<file path="src/hdl/pfba_pkg.sv">
`timescale 1ns / 1ps

package pfba_pkg;

    localparam int CNT_W         = 17;
    localparam int IDX_W         = 16;
    localparam int WORD_BITS     = 64;
    localparam int BIT_W         = 6;
    localparam int WIDX_W        = IDX_W - BIT_W;
    localparam int PAGE_SPACE    = 65536;
    localparam int DEF_NUM_PAGES = 65536;

    typedef logic [CNT_W-1:0]     t_cnt;
    typedef logic [WORD_BITS-1:0] t_word;
    typedef logic [WIDX_W-1:0]    t_widx;
    typedef logic [BIT_W-1:0]     t_bit;

    localparam t_cnt CNT_MAX    = '1;
    localparam t_cnt TOTAL_RST  = 17'd65536;

    localparam logic [2:0] OP_REQUEST   = 3'd0;
    localparam logic [2:0] OP_LOCK      = 3'd1;
    localparam logic [2:0] OP_FREE      = 3'd2;
    localparam logic [2:0] OP_RESERVE   = 3'd3;
    localparam logic [2:0] OP_UNRESERVE = 3'd4;
    localparam logic [2:0] OP_INIT      = 3'd5;

    localparam logic [1:0] ST_DONE   = 2'd0;
    localparam logic [1:0] ST_SAME   = 2'd1;
    localparam logic [1:0] ST_NOFREE = 2'd2;
    localparam logic [1:0] ST_RANGE  = 2'd3;

    typedef struct packed {
        logic hit;
        t_bit pos;
    } t_scan_res;

    function automatic t_cnt inc_sat(input t_cnt v);
        return (v == CNT_MAX) ? CNT_MAX : v + 1'b1;
    endfunction

    function automatic t_cnt dec_sat(input t_cnt v);
        return (v == '0) ? '0 : v - 1'b1;
    endfunction

endpackage

</file>
<file path="src/hdl/pfba_word_scan.sv">
`timescale 1ns / 1ps

module pfba_word_scan import pfba_pkg::*; (
    input  t_word     i_word,
    input  t_widx     i_widx,
    input  t_cnt      i_lim,
    output t_scan_res o_res
);

    logic [CNT_W-BIT_W-1:0] lim_word;
    t_bit                   lim_bit;
    t_word                  mask;
    t_word                  free_bits;
    t_word                  first_bit;
    t_bit                   pos;

    assign lim_word = i_lim[CNT_W-1:BIT_W];
    assign lim_bit  = i_lim[BIT_W-1:0];

    // pages at or above the limit never qualify
    always_comb begin
        priority if ({1'b0, i_widx} < lim_word) begin
            mask = '1;
        end else if ({1'b0, i_widx} == lim_word) begin
            mask = (t_word'(1) << lim_bit) - t_word'(1);
        end else begin
            mask = '0;
        end
    end

    assign free_bits = ~i_word & mask;
    assign first_bit = free_bits & (~free_bits + t_word'(1));

    always_comb begin
        pos = '0;
        for (int b = 0; b < WORD_BITS; b++) begin
            if (first_bit[b]) begin
                pos = pos | t_bit'(b);
            end
        end
    end

    assign o_res.hit = |free_bits;
    assign o_res.pos = pos;

endmodule

</file>
<file path="config.mk">
export PLATFORM = sky130hd
export DESIGN_NAME = pfba_word_scan
export DESIGN_NICKNAME = d
export VERILOG_FILES = /design/src/hdl/pfba_pkg.sv /design/src/hdl/pfba_word_scan.sv
export SDC_FILE = /design/constraint.sdc
export NUM_CORES = 1
export LEC_CHECK = 0
export BUFFER_PORTS_ARGS = -buffer_cell sky130_fd_sc_hd__buf_2
export CORE_MARGIN = 4
export CORE_UTILIZATION = 61
export DETAILED_ROUTE_END_ITERATION = 8
export PLACE_DENSITY = 0.95
export SETUP_SLACK_MARGIN = 0.1
export SLEW_MARGIN = 20
export SYNTH_ARGS = -nofsm -noshare
export SYNTH_HDL_FRONTEND = slang
export SYNTH_SLANG_ARGS = --single-unit
</file>
<file path="constraint.sdc">
create_clock -name vclk -period 6.6
set_input_delay 0.33 -clock vclk [all_inputs]
set_output_delay 0.33 -clock vclk [all_outputs]
set_load 0.01 [all_outputs]
</file>
; ---- Word level (Yosys, flattened, before mapping)
; Cells that the tools add are included.
[totals]
inputBits = 91
out_inout_bits = 7
elab_cells = 76
reg_bits = 0
[op_classes]
add_sub_neg = 2
n_eq_ne = 1
reduce_logical = 1
order_cmp = 1
shift = 1
bitwise_logic = 4
muxes = 66
[op_table]
columns = cell, count
row1 = $mux 6, 32
row2 = $mux 64, 3
row3 = $and 64x64->64, 2
row4 = $not 64->64, 2
row5 = $mux 5, 16
row6 = $add 64x1->64 const B, 1
row7 = $reduce_or 64->1, 1
row8 = $shl 1x6->64 const A, 1
row9 = $sub 64x1->64 const B, 1
row10 = $mux 4, 8
row11 = $mux 3, 4
row12 = $eq 10x11->1, 1
row13 = $lt 10x11->1, 1
row14 = $mux 2, 2
row15 = $mux 1, 1

; ---- Logic depth before layout (Yosys ltp)
; Gate-level depths: netlist (run 1).
[depth]
depth_word = 72
ltp_mapped = 18

; ---- Worst setup path after synthesis (run 1)
; OpenSTA, ideal clock, no wires.
[synth_path]
path_type = input -> output
start = input port i_lim[5]
end = output port o_res[1] in the netlist's numbering
arrival_ns = 3.589
required_time_ns = 6.270
slack_ns = 2.681
cell_stages = 18
path_buffers = 6
cell_sequence = buf_2 -> nor2_1 -> nand3_1 -> ha_1 -> buf_2 -> buf_2 -> buf_2 -> buf_1 -> a21oi_1 -> nor4_1 -> a31oi_1 -> nand3_1 -> nor3b_2 -> nand4_4 -> buf_4 -> nor4_2 -> nor4_1 -> nand3_1
[synth_rtl]
columns = element, line
row1 = from (decl), pfba_word_scan.sv:6  ; input t_cnt i_lim,
row2 = to (decl), pfba_word_scan.sv:7  ; output t_scan_res o_res

==> reports/results.tsv, run 1 <==
stage	metric	value	unit
drt	Routed WL	17280	um
logic_synthesis	Mapped Area	3949	sq um
layout	Fill cells	606	
logic_synthesis	Avg Synthesized Cell Area	6.238	sq um
drt	Routed Antenna Nets	0	
place	DP Worst Slack	1.360	ns
place	I/O Buffers	98	
sta	RSZ-0062 raised after global routing	no	
critical_path	critical path's most frequent cell	nor3_1	
sta	Worst Tran Pin Value	0.9286	ns
sta	Setup WS post-layout	1.102	ns
clocking	Post-CTS Resized	0	
critical_path	Worst setup EP type	output pin	
drt	DR DRC count	0	
critical_path	max incr delay on CP	0.70	ns
layout	sequential cell count	0	
pwr	VDD IR-drop max	0.00005372	V
logic_synthesis	top cells by area, synth	nor2_1 7.9%, a21oi_1 7.7%, nand2_1 4.8%	
logic_synthesis	sequential share of the synthesized area	0	%
global_route	aggregate global routing overflow	0	
critical_path	crit path DAT	5.17	ns
floorplanning	die width	88.46	um
sta	Final Hold Fails	0	
place	gpl congestion	1.048	
critical_path	Critical path destination	o_res[5]	
global_route	first-pass GRT wire length	26390	um
critical_path	Setup CP Type	input pin to output pin	
logic_synthesis	Synth cell types	90	
layout	number of clock buffers in the layout	0	
layout	number of diodes	0	
global_route	vias in the first global route	5189	
drt	drt pass-1 iters	6	
layout	fraction of final layout cells with drive strength greater than 1	20.76	%
layout	Final #Nets	788	
logic_synthesis	cell taking the most area after synthesis	nor2_1	
critical_path	worst-path cell chain	buf_2 -> nor3_1 -> nand3_1 -> ha_1 -> buf_4 -> or2_2 -> o21ai_0 -> a31oi_1 -> o32ai_1 -> nand3b_2 -> nor4_4 -> nand4_4 -> nor3_1 -> nor3_1 -> nand4_1 -> buf_2	
pwr	leak pwr	1.659	nW
critical_path	crit start category	input pin	
layout	FF+latch area	0	sq um
critical_path	slowest stage cell, crit path	nor4_4	
hold_path	HP Class	input pin to output pin	
drt	wire per inst	22.71	um
sta	Final TNS setup	0	ns
floorplanning	Initial Util	62.54	%
layout	area grow syn2layout	8.935	%
pwr	PD cells	67.91	nW/um^2
status	status	finished, final reports clean	
logic_synthesis	syn_nets	735	
global_route	pin count of the biggest net entering global routing	40	
place	Post-DP HPWL	13370	um
job	maxcap violations	0	
layout	multi-input logic area	3591	sq um
drt	via/cell ratio	7.719	
critical_path	CP startpoint	i_lim[3]	
layout	most common cell after layout, fill and taps aside	buf_2	
floorplanning	Die Y	88.46	um
critical_path	CP max FO	39	
global_route	antenna violations before repair	0	
sta	Max Freq	181.9	MHz
clocking	Post CTS Setup Buffer Count	0	
floorplanning	I/O pin count	98	
floorplanning	site row count	29	
logic_synthesis	Mapped Cells	633	
sta	Final period util	83.31	%
logic_synthesis	Yosys top cell area share	7.890	%
sta	fin crit period	5.498	ns
drt	Initial DRC Count	969	
sta	Slew Viols, Final	0	
critical_path	critical path required time	6.27	ns
layout	commonest cells after routing, fill and taps aside	98 x buf_2, 83 x nor2_1, 61 x a21oi_1, 50 x nand2_1, 35 x o21ai_0	
floorplanning	core area	6314	sq um
clocking	Hold Buf Count CTS	0	
global_route	GRT Total Usage	42.67	%
sta	Finish-stage setup viols	0	
sta	Rel. slew slack	37.22	%
drt	via count	5874	
floorplanning	DIE AREA	7824	sq um
logic_synthesis	Synth warnings	0	
## area by class of cell
class	count	area share, %
inverter	23	2.007
tap	77	2.240
multi-input combinational	558	83.48
timing repair buffer	103	12.27
## cell usage after synthesis (11+ instances only)
cell      count
a211oi_1     15
a21oi_1      61
buf_2        25
clkbuf_1     12
ha_1         11
inv_1        23
nand2_1      50
nand3_1      24
nand4_1      16
nor2_1       83
nor3_1       30
o21ai_0      35
## kinds of logic after synthesis
logic type | share of synthesized area, %
buffers and inverters | 9.252
adders and majority gates | 3.485
muxes | 0.2535
AOI/OAI and AO/OA | 44.01
xor gates and xnor gates | 1.996
and+or+nand+nor | 41.00
## through the flow
step | instance area [sq um] | total power, mW | hold WS (ns) | std cells | utilization (%)
floorplan | 3949 | 0.1891 | 0.9055 | 633 | -
global placement | 4302 | 0.2726 | 1.109 | 761 | 68.13
detailed placement | 4302 | 0.2780 | 1.125 | 761 | 68.13
CTS | 4302 | 0.2791 | 1.130 | 761 | 68.13
global route | 4302 | 0.3116 | 1.154 | 761 | 68.13
finish | 4302 | 0.2921 | 1.147 | 761 | 68.13
## power by group
part / internal (mW) / total [mW] / switching, mW
Combinational: 0.101 / 0.292 / 0.191
Sequential: 0 / 0 / 0
Clock: 0 / 0 / 0
Total: 0.101 / 0.292 / 0.191
## how the worst min path moves through the flow
stage	from	endpoint	slack [ns]	cells past startpoint
finish	i_word[63]	o_res[6]	1.15	4
global route	i_word[63]	o_res[6]	1.15	4
CTS	i_word[63]	o_res[6]	1.13	4
detailed placement	i_word[63]	o_res[6]	1.13	4
global placement	i_word[63]	o_res[6]	1.11	4
floorplan	i_word[63]	o_res[6]	0.91	2
## worst max-delay path: cells and delay by family
kind | cells | cell delay [ns]
and+or+nand+nor | 9 | 2.71
AOI/OAI and AO/OA | 3 | 0.44
adders and majority gates | 1 | 0.60
buffers and inverters | 3 | 1.04
## layer usage
layer / part of all wire (%) / vias to the layer above / global-route usage (%) / routed length, um
li1: - / 2562 / - / -
met1: 36 / 2618 / 54.93 / 6175
met2: 43 / 561 / 68.05 / 7428
met3: 14 / 133 / 6.704 / 2413
met4: 7.3 / 0 / 22.94 / 1265
met5: 0 / - / 0 / 0
(Power assumes the default switching activity.)
==> inputs of run 2 (changes only) <==
Settings changed: CORE_UTILIZATION 61 to 52, PLACE_DENSITY 0.95 to 0.9.
Clock period 6.6 ns to 4.8 ns, I/O delays scaled along.
==> reports/results.tsv, run 2 (same netlist as run 1, synthesis figures left out) <==
stage	metric	value	unit	change
floorplanning	core area	7331	sq um	+16%
critical_path	Worst path depth	16		unchanged
global_route	first-pass GRT wire length	26450	um	+0.23%
global_route	GRT met2 Usage	58.19	%	-9.9 points
place	Post-DP HPWL	13150	um	-1.7%
global_route	GRT Total Usage	36.51	%	-6.2 points
critical_path	critical path's most frequent cell	nand3_1		
status	status	finished, final reports clean		
global_route	global routing's busiest layer	met2		
drt	wire per inst	21.24	um	-6.5%
pwr	PD cells	91.31	nW/um^2	+34%
floorplanning	Initial Util	53.87	%	-8.7 points
critical_path	slowest stage cell, crit path	nor4b_4		
critical_path	critical path required time	4.56	ns	-1.71 ns
hold_path	HP Class	input pin to output pin		
critical_path	worst-path cell chain	buf_2 -> nor4_4 -> nand2_1 -> ha_1 -> buf_4 -> nand3_1 -> nor2_1 -> a211o_1 -> a22oi_1 -> nand3_1 -> nor4b_4 -> nand2_1 -> o31ai_1 -> a211oi_1 -> nand3_1 -> buf_2		
sta	Final TNS setup	0	ns	unchanged
clocking	Hold Buf Count CTS	0		unchanged
layout	Final #Nets	806		+2.3%
floorplanning	I/O pin count	98		unchanged
floorplanning	site row count	31		+6.9%
layout	FF+latch area	0	sq um	unchanged
hold_path	Hold Path Stages	4		unchanged
global_route	antenna violations before repair	0		unchanged
floorplanning	DIE AREA	9052	sq um	+16%
global_route	pin count of the biggest net entering global routing	50		+25%
pwr	VDD IR-drop max	0.00005579	V	+3.9%
sta	Rel. slew slack	49.40	%	+12 points
critical_path	Worst setup EP type	output pin		
layout	sequential cell count	0		unchanged
layout	multi-input logic area	3608	sq um	+0.49%
critical_path	Largest delay share family, worst path	simple AND/OR/NAND/NOR gates		
layout	fraction of final layout cells with drive strength greater than 1	23.22	%	+2.5 points
place	gpl congestion	1.122		+7.1%
layout	number of diodes	0		unchanged
sta	Final Hold Fails	0		unchanged
sta	fin crit period	4.403	ns	
floorplanning	die width	95.14	um	+7.6%
layout	commonest cells after routing, fill and taps aside	98 x buf_2, 83 x nor2_1, 61 x a21oi_1, 50 x nand2_1, 35 x o21ai_0		
global_route	aggregate global routing overflow	0		unchanged
place	I/O Buffers	98		unchanged
drt	Initial DRC Count	986		+1.8%
critical_path	max incr delay on CP	0.57	ns	-0.13 ns
drt	Routed Antenna Nets	0		unchanged
sta	Max Freq	227.1	MHz	
critical_path	CP max FO	15		-62%
sta	Slew Viols, Final	0		unchanged
pwr	leak pwr	1.750	nW	+5.5%
job	maxcap violations	0		unchanged
drt	via count	5779		-1.6%
critical_path	crit path DAT	4.16	ns	-1.01 ns
sta	Finish-stage setup viols	0		unchanged
critical_path	crit start category	input pin		
sta	Worst Tran Pin Value	0.7575	ns	-0.1712 ns
layout	area grow syn2layout	13.81	%	
drt	via/cell ratio	7.215		-6.5%
drt	DR DRC count	0		unchanged
drt	drt pass-1 iters	7		+1
layout	number of clock buffers in the layout	0		unchanged
layout	Finished Core Util	61.31	%	-6.8 points
sta	RSZ-0062 raised after global routing	no		
sta	Final period util	91.74	%	
layout	Fill cells	702		+16%
global_route	M3 GR Usage	6.551	%	-0.15 points
drt	Routed WL	17020	um	-1.5%
critical_path	Buf+Inv Stages, Crit Path	3		unchanged
floorplanning	Die Y	95.14	um	+7.6%
global_route	vias in the first global route	5359		+3.3%
global_route	met1 GRT Util	45.34	%	-9.6 points
layout	most common cell after layout, fill and taps aside	buf_2		
critical_path	Setup CP Type	input pin to output pin		
run 2: layout make-up:
type	instances	share of cell area [%]
Tap cell	99	2.756
Multi-Input combinational cell	558	80.29
Inverter	23	1.921
Timing Repair Buffer	121	15.03
run 2: per-stage QoR:
step           worst slack [ns]  power, mW  hold slack, ns  area (sq um)  std cells
2_1_floorplan             1.061     0.2600          0.7255          3949        633
3_3_place_gp             0.5546     0.3837          0.9495          4477        801
3_5_place_dp             0.4838     0.3910          0.9406          4477        801
4_1_cts                  0.4652     0.3929          0.9433          4477        801
5_1_grt                 0.09134     0.4408          0.9655          4494        801
6_report                 0.3966     0.4104          0.9661          4494        801
run 2: routing by layer:
layer | wire (um) | up-vias | part of all wire, %
met5 | 0 | - | 0
met4 | 1332 | 0 | 7.8
met3 | 2345 | 116 | 14
met2 | 7177 | 529 | 42
met1 | 6162 | 2529 | 36
li1 | - | 2605 | -
run 2: final timing paths:
check | from | slack, ns | end
min | i_word[63] | 0.97 | o_res[6]
max | i_lim[3] | 0.40 | o_res[2]
run 2: what timing repair did:
item,CTS,global route
gates resized for setup,0,4
setup buffers,0,0
setup endpoints to repair,0,4
run 2: power by group:
part	switching, mW	internal, mW	leakage, nW
Clock	0	0	0
Sequential	0	0	0
Combinational	0.262	0.148	1.75
